File: src/drpi_pkg.sv
// Shared constants, types and the arctangent table for the pose integrator.
`timescale 1ns / 1ps

package drpi_pkg;

    // Field widths of the item and result channels.
    localparam int VAL_W = 32;
    localparam int ANG_W = 16;
    localparam int CNT_W = 8;

    // Defaults for the top-level parameters.
    localparam int CORDIC_STEPS_DEF = 16;
    localparam int POS_WIDTH_DEF    = 32;

    // Arctangent table length and the index width it needs.
    localparam int ATAN_LEN = 24;
    localparam int ITER_W   = $clog2(ATAN_LEN);

    // Datapath widths: full product, CORDIC vector (Q16.24 plus growth) and angle.
    localparam int MUL_W     = 64;
    localparam int DATA_W    = 44;
    localparam int Z_W       = 34;
    localparam int RND_SHIFT = 22;
    localparam int OUT_SHIFT = 8;

    // CORDIC limit gain 0.60725293 in Q30.
    localparam logic signed [VAL_W-1:0] GAIN_Q30 = 32'sd652032874;

    // Report interval after reset.
    localparam logic [CNT_W-1:0] REPORT_INTERVAL_RST = 8'd1;

    // Commands from the sequencer to the datapath.
    typedef struct packed {
        logic              load;
        logic              pose_load;
        logic              mul_x;
        logic              mul_y;
        logic              load_y;
        logic              step;
        logic              finish;
        logic              emit;
        logic [ITER_W-1:0] iter;
    } drpi_cmd_t;

    // Status from the datapath to the sequencer.
    typedef struct packed {
        logic report;
    } drpi_sts_t;

    // atan(2^-i) in units of 2^-32 turn.
    function automatic logic signed [Z_W-1:0] atan_turn(input logic [ITER_W-1:0] idx);
        logic signed [Z_W-1:0] v;
        case (idx)
            5'd0:    v = 34'sh020000000;
            5'd1:    v = 34'sh012E4051E;
            5'd2:    v = 34'sh009FB385B;
            5'd3:    v = 34'sh0051111D4;
            5'd4:    v = 34'sh0028B0D43;
            5'd5:    v = 34'sh00145D7E1;
            5'd6:    v = 34'sh000A2F61E;
            5'd7:    v = 34'sh000517C55;
            5'd8:    v = 34'sh00028BE53;
            5'd9:    v = 34'sh000145F2F;
            5'd10:   v = 34'sh0000A2F98;
            5'd11:   v = 34'sh0000517CC;
            5'd12:   v = 34'sh000028BE6;
            5'd13:   v = 34'sh0000145F3;
            5'd14:   v = 34'sh00000A2FA;
            5'd15:   v = 34'sh00000517D;
            5'd16:   v = 34'sh0000028BE;
            5'd17:   v = 34'sh00000145F;
            5'd18:   v = 34'sh000000A30;
            5'd19:   v = 34'sh000000518;
            5'd20:   v = 34'sh00000028C;
            5'd21:   v = 34'sh000000146;
            5'd22:   v = 34'sh0000000A3;
            5'd23:   v = 34'sh000000051;
            default: v = '0;
        endcase
        return v;
    endfunction

endpackage

File: src/drpi_in_if.sv
// Channel interface for incoming motion and set-pose items.
`timescale 1ns / 1ps

interface drpi_in_if;
    logic                                valid;
    logic                                ready;
    logic                                cmd;
    logic signed [drpi_pkg::VAL_W-1:0]   value_x;
    logic signed [drpi_pkg::VAL_W-1:0]   value_y;
    logic signed [drpi_pkg::ANG_W-1:0]   value_theta;

    modport source (output valid, cmd, value_x, value_y, value_theta, input ready);
    modport sink   (input valid, cmd, value_x, value_y, value_theta, output ready);
endinterface

File: src/drpi_out_if.sv
// Channel interface for outgoing pose report items.
`timescale 1ns / 1ps

interface drpi_out_if;
    logic                                valid;
    logic                                ready;
    logic signed [drpi_pkg::VAL_W-1:0]   rot_dx;
    logic signed [drpi_pkg::VAL_W-1:0]   rot_dy;
    logic signed [drpi_pkg::ANG_W-1:0]   delta_heading;
    logic signed [drpi_pkg::VAL_W-1:0]   pose_x;
    logic signed [drpi_pkg::VAL_W-1:0]   pose_y;
    logic signed [drpi_pkg::ANG_W-1:0]   pose_heading;

    modport source (output valid, rot_dx, rot_dy, delta_heading, pose_x, pose_y,
                    pose_heading, input ready);
    modport sink   (input valid, rot_dx, rot_dy, delta_heading, pose_x, pose_y,
                    pose_heading, output ready);
endinterface

File: src/drpi_datapath.sv
// Datapath: gain multiplier, iterative CORDIC rotator, pose accumulators and report counter.
`timescale 1ns / 1ps

module drpi_datapath #(
    parameter int POS_WIDTH = drpi_pkg::POS_WIDTH_DEF
) (
    input  logic                                clk,
    input  logic                                rst_n,
    input  drpi_pkg::drpi_cmd_t                 cmd,
    output drpi_pkg::drpi_sts_t                 sts,
    input  logic                                cfg_we,
    input  logic [drpi_pkg::CNT_W-1:0]          cfg_wdata,
    input  logic signed [drpi_pkg::VAL_W-1:0]   value_x,
    input  logic signed [drpi_pkg::VAL_W-1:0]   value_y,
    input  logic signed [drpi_pkg::ANG_W-1:0]   value_theta,
    output logic signed [drpi_pkg::VAL_W-1:0]   rot_dx,
    output logic signed [drpi_pkg::VAL_W-1:0]   rot_dy,
    output logic signed [drpi_pkg::ANG_W-1:0]   delta_heading,
    output logic signed [drpi_pkg::VAL_W-1:0]   pose_x,
    output logic signed [drpi_pkg::VAL_W-1:0]   pose_y,
    output logic signed [drpi_pkg::ANG_W-1:0]   pose_heading
);

    localparam int VAL_W  = drpi_pkg::VAL_W;
    localparam int ANG_W  = drpi_pkg::ANG_W;
    localparam int CNT_W  = drpi_pkg::CNT_W;
    localparam int MUL_W  = drpi_pkg::MUL_W;
    localparam int DATA_W = drpi_pkg::DATA_W;
    localparam int Z_W    = drpi_pkg::Z_W;
    localparam int EXT_W  = 64;

    localparam logic signed [ANG_W-1:0]  QUARTER_POS = 16'sd16384;
    localparam logic signed [ANG_W-1:0]  QUARTER_NEG = -16'sd16384;
    localparam logic [ANG_W-1:0]         HALF_TURN   = 16'h8000;
    localparam logic signed [MUL_W-1:0]  RND_HALF    = MUL_W'(1) <<< (drpi_pkg::RND_SHIFT - 1);
    localparam logic signed [DATA_W-1:0] OUT_HALF    = DATA_W'(1) <<< (drpi_pkg::OUT_SHIFT - 1);
    localparam logic signed [DATA_W-1:0] SAT_HI      = (DATA_W'(1) <<< (VAL_W - 1)) - DATA_W'(1);
    localparam logic signed [DATA_W-1:0] SAT_LO      = -(DATA_W'(1) <<< (VAL_W - 1));

    // Latched item and rotation set-up.
    logic signed [VAL_W-1:0]  vx_reg, vy_reg;
    logic signed [ANG_W-1:0]  vt_reg;
    logic signed [ANG_W-1:0]  ang_reg;
    logic                     flip_reg;

    // Multiplier and CORDIC registers.
    logic signed [MUL_W-1:0]  prod_reg;
    logic signed [DATA_W-1:0] x_reg, y_reg;
    logic signed [Z_W-1:0]    z_reg;
    logic signed [VAL_W-1:0]  rx_reg, ry_reg;

    // Architectural state.
    logic signed [POS_WIDTH-1:0] acc_x_reg, acc_y_reg;
    logic signed [ANG_W-1:0]     acc_heading_reg;
    logic [CNT_W-1:0]            count_reg;
    logic [CNT_W-1:0]            interval_reg;

    // Output payload registers.
    logic signed [VAL_W-1:0] out_rx_reg, out_ry_reg, out_px_reg, out_py_reg;
    logic signed [ANG_W-1:0] out_dh_reg, out_ph_reg;

    logic signed [ANG_W-1:0]  ang_raw;
    logic                     flip_next;
    logic signed [ANG_W-1:0]  ang_next;
    logic signed [VAL_W:0]    mul_src;
    logic signed [VAL_W:0]    mul_op;
    logic signed [MUL_W-1:0]  prod_full;
    logic signed [MUL_W-1:0]  prod_rnd;
    logic signed [DATA_W-1:0] scaled;
    logic signed [DATA_W-1:0] sh_x, sh_y;
    logic signed [Z_W-1:0]    atan_val;
    logic signed [DATA_W-1:0] fx_full, fy_full;
    logic signed [VAL_W-1:0]  rx_next, ry_next;
    logic [CNT_W-1:0]         count_inc;
    logic signed [EXT_W-1:0]  px_ext, py_ext;

    // Angle to rotate by is minus the heading, folded into a half turn.
    assign ang_raw   = -acc_heading_reg;
    assign flip_next = (ang_raw > QUARTER_POS) || (ang_raw < QUARTER_NEG);
    assign ang_next  = flip_next ? (ang_raw ^ HALF_TURN) : ang_raw;

    // Gain multiply on the (possibly negated) operand, then round half up to Q16.24.
    assign mul_src   = cmd.mul_y ? (VAL_W + 1)'(vy_reg) : (VAL_W + 1)'(vx_reg);
    assign mul_op    = flip_reg ? -mul_src : mul_src;
    assign prod_full = MUL_W'(mul_op) * MUL_W'(drpi_pkg::GAIN_Q30);
    assign prod_rnd  = (prod_reg + RND_HALF) >>> drpi_pkg::RND_SHIFT;
    assign scaled    = prod_rnd[DATA_W-1:0];

    // One CORDIC micro-rotation per step.
    assign sh_x     = x_reg >>> cmd.iter;
    assign sh_y     = y_reg >>> cmd.iter;
    assign atan_val = drpi_pkg::atan_turn(cmd.iter);

    // Round to Q16.16 and saturate.
    assign fx_full = (x_reg + OUT_HALF) >>> drpi_pkg::OUT_SHIFT;
    assign fy_full = (y_reg + OUT_HALF) >>> drpi_pkg::OUT_SHIFT;

    always_comb
    begin
        if (fx_full > SAT_HI)
            rx_next = VAL_W'(SAT_HI);
        else if (fx_full < SAT_LO)
            rx_next = VAL_W'(SAT_LO);
        else
            rx_next = fx_full[VAL_W-1:0];
        if (fy_full > SAT_HI)
            ry_next = VAL_W'(SAT_HI);
        else if (fy_full < SAT_LO)
            ry_next = VAL_W'(SAT_LO);
        else
            ry_next = fy_full[VAL_W-1:0];
    end

    // Report decision on the incremented count.
    assign count_inc  = count_reg + CNT_W'(1);
    assign sts.report = (count_inc == interval_reg);

    // Pose outputs carry the sign-extended accumulator.
    assign px_ext = EXT_W'(acc_x_reg);
    assign py_ext = EXT_W'(acc_y_reg);

    // Item latch, multiplier and CORDIC iteration registers.
    always_ff @(posedge clk)
    begin
        if (cmd.load)
        begin
            vx_reg   <= value_x;
            vy_reg   <= value_y;
            vt_reg   <= value_theta;
            ang_reg  <= ang_next;
            flip_reg <= flip_next;
        end
        if (cmd.mul_x || cmd.mul_y)
            prod_reg <= prod_full;
        if (cmd.mul_y)
            x_reg <= scaled;
        if (cmd.load_y)
        begin
            y_reg <= scaled;
            z_reg <= $signed({{(Z_W - ANG_W - 16){ang_reg[ANG_W-1]}}, ang_reg, 16'b0});
        end
        if (cmd.step)
        begin
            if (!z_reg[Z_W-1])
            begin
                x_reg <= x_reg - sh_y;
                y_reg <= y_reg + sh_x;
                z_reg <= z_reg - atan_val;
            end
            else
            begin
                x_reg <= x_reg + sh_y;
                y_reg <= y_reg - sh_x;
                z_reg <= z_reg + atan_val;
            end
        end
        if (cmd.finish)
        begin
            rx_reg <= rx_next;
            ry_reg <= ry_next;
        end
    end

    // Pose, heading, counter and report interval.
    always_ff @(posedge clk or negedge rst_n)
    begin
        if (!rst_n)
        begin
            acc_x_reg       <= '0;
            acc_y_reg       <= '0;
            acc_heading_reg <= '0;
            count_reg       <= '0;
            interval_reg    <= drpi_pkg::REPORT_INTERVAL_RST;
        end
        else
        begin
            if (cfg_we)
                interval_reg <= cfg_wdata;
            if (cmd.pose_load)
            begin
                acc_x_reg       <= POS_WIDTH'(value_x);
                acc_y_reg       <= POS_WIDTH'(value_y);
                acc_heading_reg <= value_theta;
            end
            else if (cmd.finish)
            begin
                acc_x_reg       <= acc_x_reg + POS_WIDTH'(rx_next);
                acc_y_reg       <= acc_y_reg + POS_WIDTH'(ry_next);
                acc_heading_reg <= acc_heading_reg + vt_reg;
                count_reg       <= sts.report ? '0 : count_inc;
            end
        end
    end

    // Result register, loaded when the report item is issued.
    always_ff @(posedge clk)
    begin
        if (cmd.emit)
        begin
            out_rx_reg <= rx_reg;
            out_ry_reg <= ry_reg;
            out_dh_reg <= vt_reg;
            out_px_reg <= px_ext[VAL_W-1:0];
            out_py_reg <= py_ext[VAL_W-1:0];
            out_ph_reg <= acc_heading_reg;
        end
    end

    assign rot_dx        = out_rx_reg;
    assign rot_dy        = out_ry_reg;
    assign delta_heading = out_dh_reg;
    assign pose_x        = out_px_reg;
    assign pose_y        = out_py_reg;
    assign pose_heading  = out_ph_reg;

endmodule

File: src/drpi_controller.sv
// Sequencer: accepts items, steps the CORDIC iterations and issues report items.
`timescale 1ns / 1ps

module drpi_controller #(
    parameter int CORDIC_STEPS = drpi_pkg::CORDIC_STEPS_DEF
) (
    input  logic                clk,
    input  logic                rst_n,
    input  logic                in_valid,
    input  logic                in_cmd,
    output logic                in_ready,
    output logic                out_valid,
    input  logic                out_ready,
    output drpi_pkg::drpi_cmd_t cmd,
    input  drpi_pkg::drpi_sts_t sts
);

    localparam int ITW = $clog2(CORDIC_STEPS);
    localparam int IW  = drpi_pkg::ITER_W;
    localparam logic [ITW-1:0] ITER_LAST = ITW'(CORDIC_STEPS - 1);

    typedef enum logic [2:0] {
        S_IDLE,
        S_MULX,
        S_MULY,
        S_LOADY,
        S_ITER,
        S_FINISH,
        S_EMIT
    } state_t;

    state_t         state_reg, state_next;
    logic [ITW-1:0] iter_reg, iter_next;
    logic           out_valid_reg, out_valid_next;
    logic           accept;
    logic           out_free;

    assign in_ready  = (state_reg == S_IDLE);
    assign accept    = in_valid && in_ready;
    assign out_valid = out_valid_reg;
    assign out_free  = !out_valid_reg || out_ready;

    // Command decode and next-state logic.
    always_comb
    begin
        state_next     = state_reg;
        iter_next      = iter_reg;
        out_valid_next = out_valid_reg && !out_ready;
        cmd            = '0;
        cmd.iter       = IW'(iter_reg);
        case (state_reg)
            S_IDLE:
            begin
                cmd.load      = accept;
                cmd.pose_load = accept && in_cmd;
                if (accept && !in_cmd)
                    state_next = S_MULX;
            end
            S_MULX:
            begin
                cmd.mul_x  = 1'b1;
                state_next = S_MULY;
            end
            S_MULY:
            begin
                cmd.mul_y  = 1'b1;
                state_next = S_LOADY;
            end
            S_LOADY:
            begin
                cmd.load_y = 1'b1;
                iter_next  = '0;
                state_next = S_ITER;
            end
            S_ITER:
            begin
                cmd.step  = 1'b1;
                iter_next = iter_reg + ITW'(1);
                if (iter_reg == ITER_LAST)
                    state_next = S_FINISH;
            end
            S_FINISH:
            begin
                cmd.finish = 1'b1;
                state_next = sts.report ? S_EMIT : S_IDLE;
            end
            S_EMIT:
            begin
                if (out_free)
                begin
                    cmd.emit       = 1'b1;
                    out_valid_next = 1'b1;
                    state_next     = S_IDLE;
                end
            end
            default:
            begin
                state_next = S_IDLE;
            end
        endcase
    end

    // State and registered outputs.
    always_ff @(posedge clk or negedge rst_n)
    begin
        if (!rst_n)
        begin
            state_reg     <= S_IDLE;
            iter_reg      <= '0;
            out_valid_reg <= 1'b0;
        end
        else
        begin
            state_reg     <= state_next;
            iter_reg      <= iter_next;
            out_valid_reg <= out_valid_next;
        end
    end

    // A motion item occupies the sequencer for the following cycle.
    a_motion_busy: assert property (@(posedge clk) disable iff (!rst_n)
        (accept && !in_cmd) |=> !in_ready)
        else $error("sequencer ready straight after a motion item");

    // A report item is only loaded when the result register is free.
    a_emit_free: assert property (@(posedge clk) disable iff (!rst_n)
        cmd.emit |-> out_free)
        else $error("result register overwritten while still held");

    // The iteration index stays within the configured step count.
    a_iter_range: assert property (@(posedge clk) disable iff (!rst_n)
        (state_reg == S_ITER) |-> (int'(iter_reg) < CORDIC_STEPS))
        else $error("CORDIC iteration index out of range");

    // After the final step the sequencer either returns to idle or issues a report.
    a_finish_next: assert property (@(posedge clk) disable iff (!rst_n)
        cmd.finish |=> (in_ready || (state_reg == S_EMIT)))
        else $error("unexpected state after finishing an item");

    // The result valid rises only through an issued report.
    a_valid_source: assert property (@(posedge clk) disable iff (!rst_n)
        $rose(out_valid_reg) |-> $past(cmd.emit))
        else $error("result valid raised without a report");

endmodule

File: src/dead_reckoning_pose_integrator.sv
// Top level of the dead-reckoning pose integrator: sequencer plus datapath.
// A motion item keeps the input from taking another item until it is finished, set by the
// iterative CORDIC rotator: two multiply steps, a load, one micro-rotation per cycle and a
// finishing step; a reporting item adds an issue step, and its report valid rises once that
// step loads the result register: at once if the register is free, later if not.
// A set-pose item completes in its acceptance cycle, so the next item can follow at once.
// Reset (rst_n, asynchronous, active low) clears pose, heading and counter, sets the report
// interval to one and empties the result register; no clearing pass is needed.
`timescale 1ns / 1ps

module dead_reckoning_pose_integrator #(
    parameter int CORDIC_STEPS = drpi_pkg::CORDIC_STEPS_DEF,
    parameter int POS_WIDTH    = drpi_pkg::POS_WIDTH_DEF
) (
    input  logic                        clk,
    input  logic                        rst_n,
    input  logic                        cfg_we,
    input  logic [drpi_pkg::CNT_W-1:0]  cfg_wdata,
    drpi_in_if.sink                     motion,
    drpi_out_if.source                  report
);

    drpi_pkg::drpi_cmd_t cmd;
    drpi_pkg::drpi_sts_t sts;

    // Sequencer.
    drpi_controller #(
        .CORDIC_STEPS (CORDIC_STEPS)
    ) u_ctrl (
        .clk       (clk),
        .rst_n     (rst_n),
        .in_valid  (motion.valid),
        .in_cmd    (motion.cmd),
        .in_ready  (motion.ready),
        .out_valid (report.valid),
        .out_ready (report.ready),
        .cmd       (cmd),
        .sts       (sts)
    );

    // Arithmetic and state.
    drpi_datapath #(
        .POS_WIDTH (POS_WIDTH)
    ) u_dp (
        .clk           (clk),
        .rst_n         (rst_n),
        .cmd           (cmd),
        .sts           (sts),
        .cfg_we        (cfg_we),
        .cfg_wdata     (cfg_wdata),
        .value_x       (motion.value_x),
        .value_y       (motion.value_y),
        .value_theta   (motion.value_theta),
        .rot_dx        (report.rot_dx),
        .rot_dy        (report.rot_dy),
        .delta_heading (report.delta_heading),
        .pose_x        (report.pose_x),
        .pose_y        (report.pose_y),
        .pose_heading  (report.pose_heading)
    );

endmodule
File: src/flat_wrapper.sv
// flat-port wrapper written by rule: the top's interface ports become plain ports
module dead_reckoning_pose_integrator_flat 
#(
    parameter int CORDIC_STEPS = drpi_pkg::CORDIC_STEPS_DEF,
    parameter int POS_WIDTH    = drpi_pkg::POS_WIDTH_DEF
)
  (clk, rst_n, cfg_we, cfg_wdata, motion_valid, motion_cmd, motion_value_x, motion_value_y, motion_value_theta, motion_ready, report_valid, report_rot_dx, report_rot_dy, report_delta_heading, report_pose_x, report_pose_y, report_pose_heading, report_ready);
  drpi_in_if motion_i ();
  drpi_out_if report_i ();
  input  logic clk;
  input  logic rst_n;
  input  logic cfg_we;
  input  logic [drpi_pkg::CNT_W-1:0] cfg_wdata;
  input wire logic [$bits(motion_i.valid)-1:0] motion_valid;
  input wire logic [$bits(motion_i.cmd)-1:0] motion_cmd;
  input wire logic [$bits(motion_i.value_x)-1:0] motion_value_x;
  input wire logic [$bits(motion_i.value_y)-1:0] motion_value_y;
  input wire logic [$bits(motion_i.value_theta)-1:0] motion_value_theta;
  output wire logic [$bits(motion_i.ready)-1:0] motion_ready;
  output wire logic [$bits(report_i.valid)-1:0] report_valid;
  output wire logic [$bits(report_i.rot_dx)-1:0] report_rot_dx;
  output wire logic [$bits(report_i.rot_dy)-1:0] report_rot_dy;
  output wire logic [$bits(report_i.delta_heading)-1:0] report_delta_heading;
  output wire logic [$bits(report_i.pose_x)-1:0] report_pose_x;
  output wire logic [$bits(report_i.pose_y)-1:0] report_pose_y;
  output wire logic [$bits(report_i.pose_heading)-1:0] report_pose_heading;
  input wire logic [$bits(report_i.ready)-1:0] report_ready;
  assign motion_i.valid = motion_valid;
  assign motion_i.cmd = motion_cmd;
  assign motion_i.value_x = motion_value_x;
  assign motion_i.value_y = motion_value_y;
  assign motion_i.value_theta = motion_value_theta;
  assign motion_ready = motion_i.ready;
  assign report_valid = report_i.valid;
  assign report_rot_dx = report_i.rot_dx;
  assign report_rot_dy = report_i.rot_dy;
  assign report_delta_heading = report_i.delta_heading;
  assign report_pose_x = report_i.pose_x;
  assign report_pose_y = report_i.pose_y;
  assign report_pose_heading = report_i.pose_heading;
  assign report_i.ready = report_ready;
  dead_reckoning_pose_integrator #(.CORDIC_STEPS(CORDIC_STEPS), .POS_WIDTH(POS_WIDTH)) u_core (.clk(clk), .rst_n(rst_n), .cfg_we(cfg_we), .cfg_wdata(cfg_wdata), .motion(motion_i), .report(report_i));
endmodule
File: config.mk
export PLATFORM = sky130hd
export DESIGN_NAME = dead_reckoning_pose_integrator_flat
export DESIGN_NICKNAME = d
export VERILOG_FILES = /design/src/drpi_pkg.sv /design/src/drpi_in_if.sv /design/src/drpi_out_if.sv /design/src/drpi_datapath.sv /design/src/drpi_controller.sv /design/src/dead_reckoning_pose_integrator.sv /design/src/flat_wrapper.sv
export SDC_FILE = /design/constraint.sdc
export NUM_CORES = 2
export LEC_CHECK = 0
export BUFFER_PORTS_ARGS = -buffer_cell sky130_fd_sc_hd__buf_2
export CORE_MARGIN = 2
export CORE_UTILIZATION = 40
export CTS_CLUSTER_DIAMETER = 60
export DETAILED_ROUTE_END_ITERATION = 8
export HOLD_SLACK_MARGIN = 0.15
export PLACE_DENSITY_LB_ADDON = 0.25
export SLEW_MARGIN = 20
export SYNTH_ARGS = -nofsm -noshare
export SYNTH_HDL_FRONTEND = slang
export SYNTH_HIERARCHICAL = 1
export SYNTH_SLANG_ARGS = --single-unit
File: constraint.sdc
create_clock -name clk -period 13.9 [get_ports clk]
set_input_delay 2.78 -clock clk [delete_from_list [all_inputs] [get_ports clk]]
set_output_delay 2.78 -clock clk [all_outputs]
set_load 0.01 [all_outputs]
=== After elaboration in Yosys (flattened, before gate mapping) ===
Memory sizes are Yosys's and may differ from the RTL's.
Index checks and enable logic that the tools add are counted.

* Add/subtract/negate cells: 16
* $mul: 1
* Magnitude comparators: 6
* Equality and inequality tests: 11
* Shifts and indexed selects: 2
* Muxes and demuxes: 39
* Bitwise operators: 2
* Reduce and logical (&&, ||, !) cells: 17

{| class="wikitable"
|+ Operator list
! operator !! count
|-
| 2-to-1 mux 44 bit || 6
|-
| 2-to-1 mux 32 bit || 8
|-
| 2-to-1 mux 34 bit || 3
|-
| adder 44 bit || 2
|-
| adder 44 x 9 -> 44 bit, second input constant || 2
|-
| >>> shifter 44 x 4 -> 44 bit || 2
|-
| subtractor 44 bit || 2
|-
| greater-than comparator 36 x 32 -> 1 bit, second input constant || 2
|-
| < comparator 36 x 32 -> 1 bit, second input constant || 2
|-
| 2-to-1 mux 33 bit || 2
|-
| adder 32 bit || 2
|-
| adder 64 x 23 -> 64 bit, second input constant || 1
|-
| multiplier 33 x 30 -> 63 bit, second input constant || 1
|-
| 2-to-1 mux 16 bit || 3
|-
| adder 34 bit || 1
|-
| subtractor 34 bit || 1
|-
| negator 33 bit || 1
|-
| case mux 3 bit (7 select lines) || 1
|-
| adder 16 bit || 1
|-
| greater-than comparator 16 bit, second input constant || 1
|-
| < comparator 16 x 15 -> 1 bit, second input constant || 1
|-
| negator 16 bit || 1
|-
| 2-to-1 mux 3 bit || 4
|-
| == test 3 bit, second input constant || 3
|-
| other kinds (20) || 41
|}

* Register bits after elaboration: 610
* ROM bits: 960
* Bits of input ports: 94
* Output and inout port bits: 162
* Word-level logic and storage cells: 120
* Memories kept: 1

{| class="wikitable"
|+ Memories
! memory !! depth !! width !! rd ports !! clocked after Yosys merged registers in !! wr ports !! line !! RTL
|-
| (no name shown) || 32 || 30 || 1 || 0 || 0 || drpi_pkg.sv:53 || <nowiki>case (idx)</nowiki>
|}

=== Longest topological paths before layout ===
* Word-level depth: 7
* Depth in mapped cells: 43
* Gate-level depth less buffers: 37

=== By module ===
Netlist, hierarchy kept.

{| class="wikitable"
|+ By module, submodules not included
! module !! instances !! cells an instance !! area an instance (um2) !! sequential area each (um2)
|-
| drpi_datapath || 1 || 6029 || 61011.0 || 16997.6
|-
| drpi_controller || 1 || 51 || 464.2 || 200.2
|}

=== Least setup slack after synthesis ===
No wires, ideal clock.

* Kind: flip-flop to flip-flop
* Start: reg u_core.u_ctrl.state_reg[0]
* End: reg u_core.u_dp.prod_reg[63], data pin
* Setup time: 0.262 ns
* Arrival time: 12.792 ns
* Data required time: 13.638 ns
* Slack: 0.846 ns
* Cell stages (with the launch flop): 39
* Buffers on the path: 8
* Clock period less this slack: 13.054 ns
* Cells stage by stage: dfrtp_1 > buf_2 > nand2b_1 > nor2_1 > buf_2 > buf_1 > buf_1 > buf_2 > buf_1 > mux2_2 > inv_1 > ha_1 > o211ai_1 > nor4_1 > and4_1 > nand4_1 > o211ai_1 > o21ai_1 > [... 3 more ...] > fa_1 > fa_1 > fa_1 > inv_1 > fa_1 > fa_1 > fa_1 > fa_1 > ha_1 > clkbuf_1 > nand2_1 > or4_1 > a211o_1 > o2111ai_1 > a41oi_1 > o2111ai_1 > a21oi_1 > xor2_1

{| class="wikitable"
|+ RTL lines
! item !! line !! RTL
|-
| start: declaration || drpi_controller.sv:32 || <nowiki>state_t state_reg, state_next;</nowiki>
|-
| start signal: assignment || drpi_controller.sv:114 || <nowiki>state_reg <= state_next;</nowiki>
|-
| end signal: assignment || drpi_datapath.sv:134 || <nowiki>prod_reg <= prod_full;</nowiki>
|-
| end: declaration || drpi_datapath.sv:47 || <nowiki>logic signed [MUL_W-1:0] prod_reg;</nowiki>
|}

==> out/qor.txt <==
Fin Setup TNS -> 0 ps
total gr overflow -> 0
area grow syn2layout -> 9.963%
routed wire length per instance -> 25.53 µm
CTS root buffer -> clkbuf_16
unrepaired setup endpoints after global routing -> no
post-synthesis sequential area ratio -> 0.2798
die area -> 156800 µm²
WP data required -> 14280 ps
total setup violations reported at the end of the flow -> 0
maximum fanout along the worst path -> 34
Max-slew headroom -> 0.1506
commonest cells in the synthesized netlist -> inv_1, ha_1, fa_1, edfxtp_1, nand2_1
hold buffers post-CTS -> 0
Gates resized, CTS repair -> 0
total via count in the routed design -> 48130
Post-Route WL -> 213500 µm
antenna violations before repair -> 18
status -> finished, final reports clean
combinational family with the most area after synthesis -> adder cells
Std-Cell Core Area -> 152300 µm²
clock tree from TritonCTS -> built
library cell appearing most often on the critical path -> fa_1
post-route DRC violation count -> 0
latest clock arrival within the worst-skew pair -> 680 ps
1st-pass router iterations -> 7
basic-gate share of the synthesized area counting and, or, nand and nor cells -> 0.1071
average cell area after synthesis -> 10.11 µm²
number of buffers added for setup after CTS -> 0
port buffer count -> 255
worst min path class -> flop to flop
starting density of the core -> 0.4037
post-synthesis register bit count -> 590
share of the synthesized area in the top cell type -> 0.2374
proportion of layout cells with a drive suffix above 1 -> 0.1116
DIE HEIGHT -> 396.0 µm
number of levels the H-tree was split into -> 3
share of synthesized cell area in full adder, half adder and majority cells -> 0.2673
Die Span X -> 396.0 µm
top post-synthesis cells by area -> edfxtp_1, fa_1, ha_1
fraction of synthesized area in multiplexers -> 0.07339
Max-cap violations -> 0
gate count after technology mapping -> 6080
weighted congestion reported at the end of routability-driven placement -> 0.9778
area share of xor/xnor cells in the synthesized design -> 0.07160
post-route clock period utilization -> 0.9083
DP HPWL -> 173900 µm
cell type with the highest aggregate area in the netlist -> edfxtp_1
Worst Tran Pin Value -> 1261 ps
final setup skew -> 54.83 ps
DRC marker count from the first detailed-route iteration -> 4837
number of enable-type register cells in the synthesized netlist -> 486
filler cell count in the final layout -> 14510
delay of the slowest critical-path stage -> 810 ps
endpoint class of the critical path -> flop
Row Count -> 143
total standard cell area after synthesis -> 61480 µm²
Top-Level Pins -> 256
maximum number of pins on one net before global-route repair -> 105
number of CTS-inserted buffers -> 74
maximum achievable frequency -> 0.07920 GHz
wire length of the first global-routing pass -> 315300 µm
clock transition at the registers of the reported paths -> 60 ps
flip-flop and latch area -> 17210 µm²
flip-flop cell with the highest count after synthesis -> edfxtp_1
master of the slowest instance on the critical path -> nor2_4
final layout net count -> 7374
Synthesized Nets -> 7188
number of failing hold endpoints at the final stage -> 0
final worst path period need -> 12630 ps
Max Slew Vio Count -> 0
CP Data Arrival Time -> 13010 ps
via count of the first global-routing pass -> 47540
multi-input logic area -> 40530 µm²
launching element type of the critical path -> flop
CTS sink cnt -> 590
fraction of registers with async set or reset after synthesis -> 0.1763
yosys warns -> 6
overall fraction of global-route tracks in use -> 0.2687
count of different cell masters after synthesis -> 102
Synth Area in Compound Gates -> 0.1384
antenna-violating nets left -> 0
maximum clock path buffer count -> 3
kind of critical path -> flop to flop
vias per cell -> 5.754
count leader, synth -> inv_1
==> final timing paths <==
path | slack (ps) | depth (start not counted) | start | endpoint
max | 1270 | 33 | u_core/u_ctrl/state_reg[0] | u_core/u_dp/prod_reg[63]
min | 420 | 0 | u_core/u_dp/rx_reg[28] | u_core/u_dp/rot_dx[28]
max reg2reg | 1270 | 33 | u_core/u_ctrl/state_reg[0] | u_core/u_dp/prod_reg[63]
min reg2reg | 420 | 0 | u_core/u_dp/rx_reg[28] | u_core/u_dp/rot_dx[28]
max in group asynchronous | 10330 | 2 | rst_n | u_core/u_dp/acc_heading_reg[12]
min in group asynchronous | 2160 | 1 | rst_n | u_core/u_dp/acc_heading_reg[15]
==> cell families after synthesis <==
| family | after synthesis |
|---|---|
| other cells | 1 |
| xor+xnor | 501 |
| flops | 590 |
| simple gates | 1341 |
| buf+inv | 982 |
| compound gates | 1340 |
| fa+ha+maj | 1014 |
| mux | 311 |
==> area by class of cell <==
cell class / count / share of cell area
clock buffer: 83 / 0.02836
antenna: 7 / 0.0002591
inverter: 756 / 0.04207
tap: 2030 / 0.03757
clock inverter: 54 / 0.009736
timing repair buffer: 336 / 0.02791
sequential: 590 / 0.2546
multi-input combinational: 4508 / 0.5995
==> cells in the final DEF (no fill, tap or decap), drive strengths merged, types with 75 or more instances in the layout <==
cell type,synthesis,layout
xnor2,286,286
fa,499,499
a21o,169,169
nand2,395,395
clkbuf,145,83
inv,752,762
mux4,104,104
o21ai,319,319
a21oi,393,393
ha,515,515
nor3,89,89
mux2i,132,132
nor2,316,316
buf,81,336
edfxtp,486,486
xor2,214,214
nand3,115,115
dfrtp,103,103
mux2,75,75
==> worst max-delay path: cells and delay by family, from the launching register on <==
family | cells | cell delay [ps]
buf+inv | 3 | 520
simple gates | 9 | 4040
compound gates | 10 | 2400
flops | 1 | 460
fa+ha+maj | 9 | 4460
xor+xnor | 2 | 410
==> metrics by stage <==
stage / instances / hold WS (ps) / worst slack [ps] / util / area (µm²)
CTS: 8357 / 415.5 / 1263 / 0.4438 / 67570
finish: 8364 / 417.1 / 1274 / 0.4440 / 67600
floorplan: 6080 / 400.3 / 846.1 / - / 61480
global placement: 8220 / 400.9 / 1612 / 0.4269 / 65000
global route: 8359 / 421.4 / 627.4 / 0.4439 / 67590
detailed placement: 8220 / 404.5 / 1325 / 0.4269 / 65000
==> layer usage <==
| metal | track usage | vias up | part of all wire |
|---|---|---|---|
| met5 | 0 | - | 0.00025 |
| met4 | 0.08840 | 8 | 0.037 |
| met3 | 0.04139 | 391 | 0.073 |
| met2 | 0.4414 | 1986 | 0.47 |
| met1 | 0.3623 | 23940 | 0.42 |
| li1 | - | 21800 | - |
Power is not shown: default switching activity piles up to over one toggle a cycle in this logic, so the estimate is an artifact.
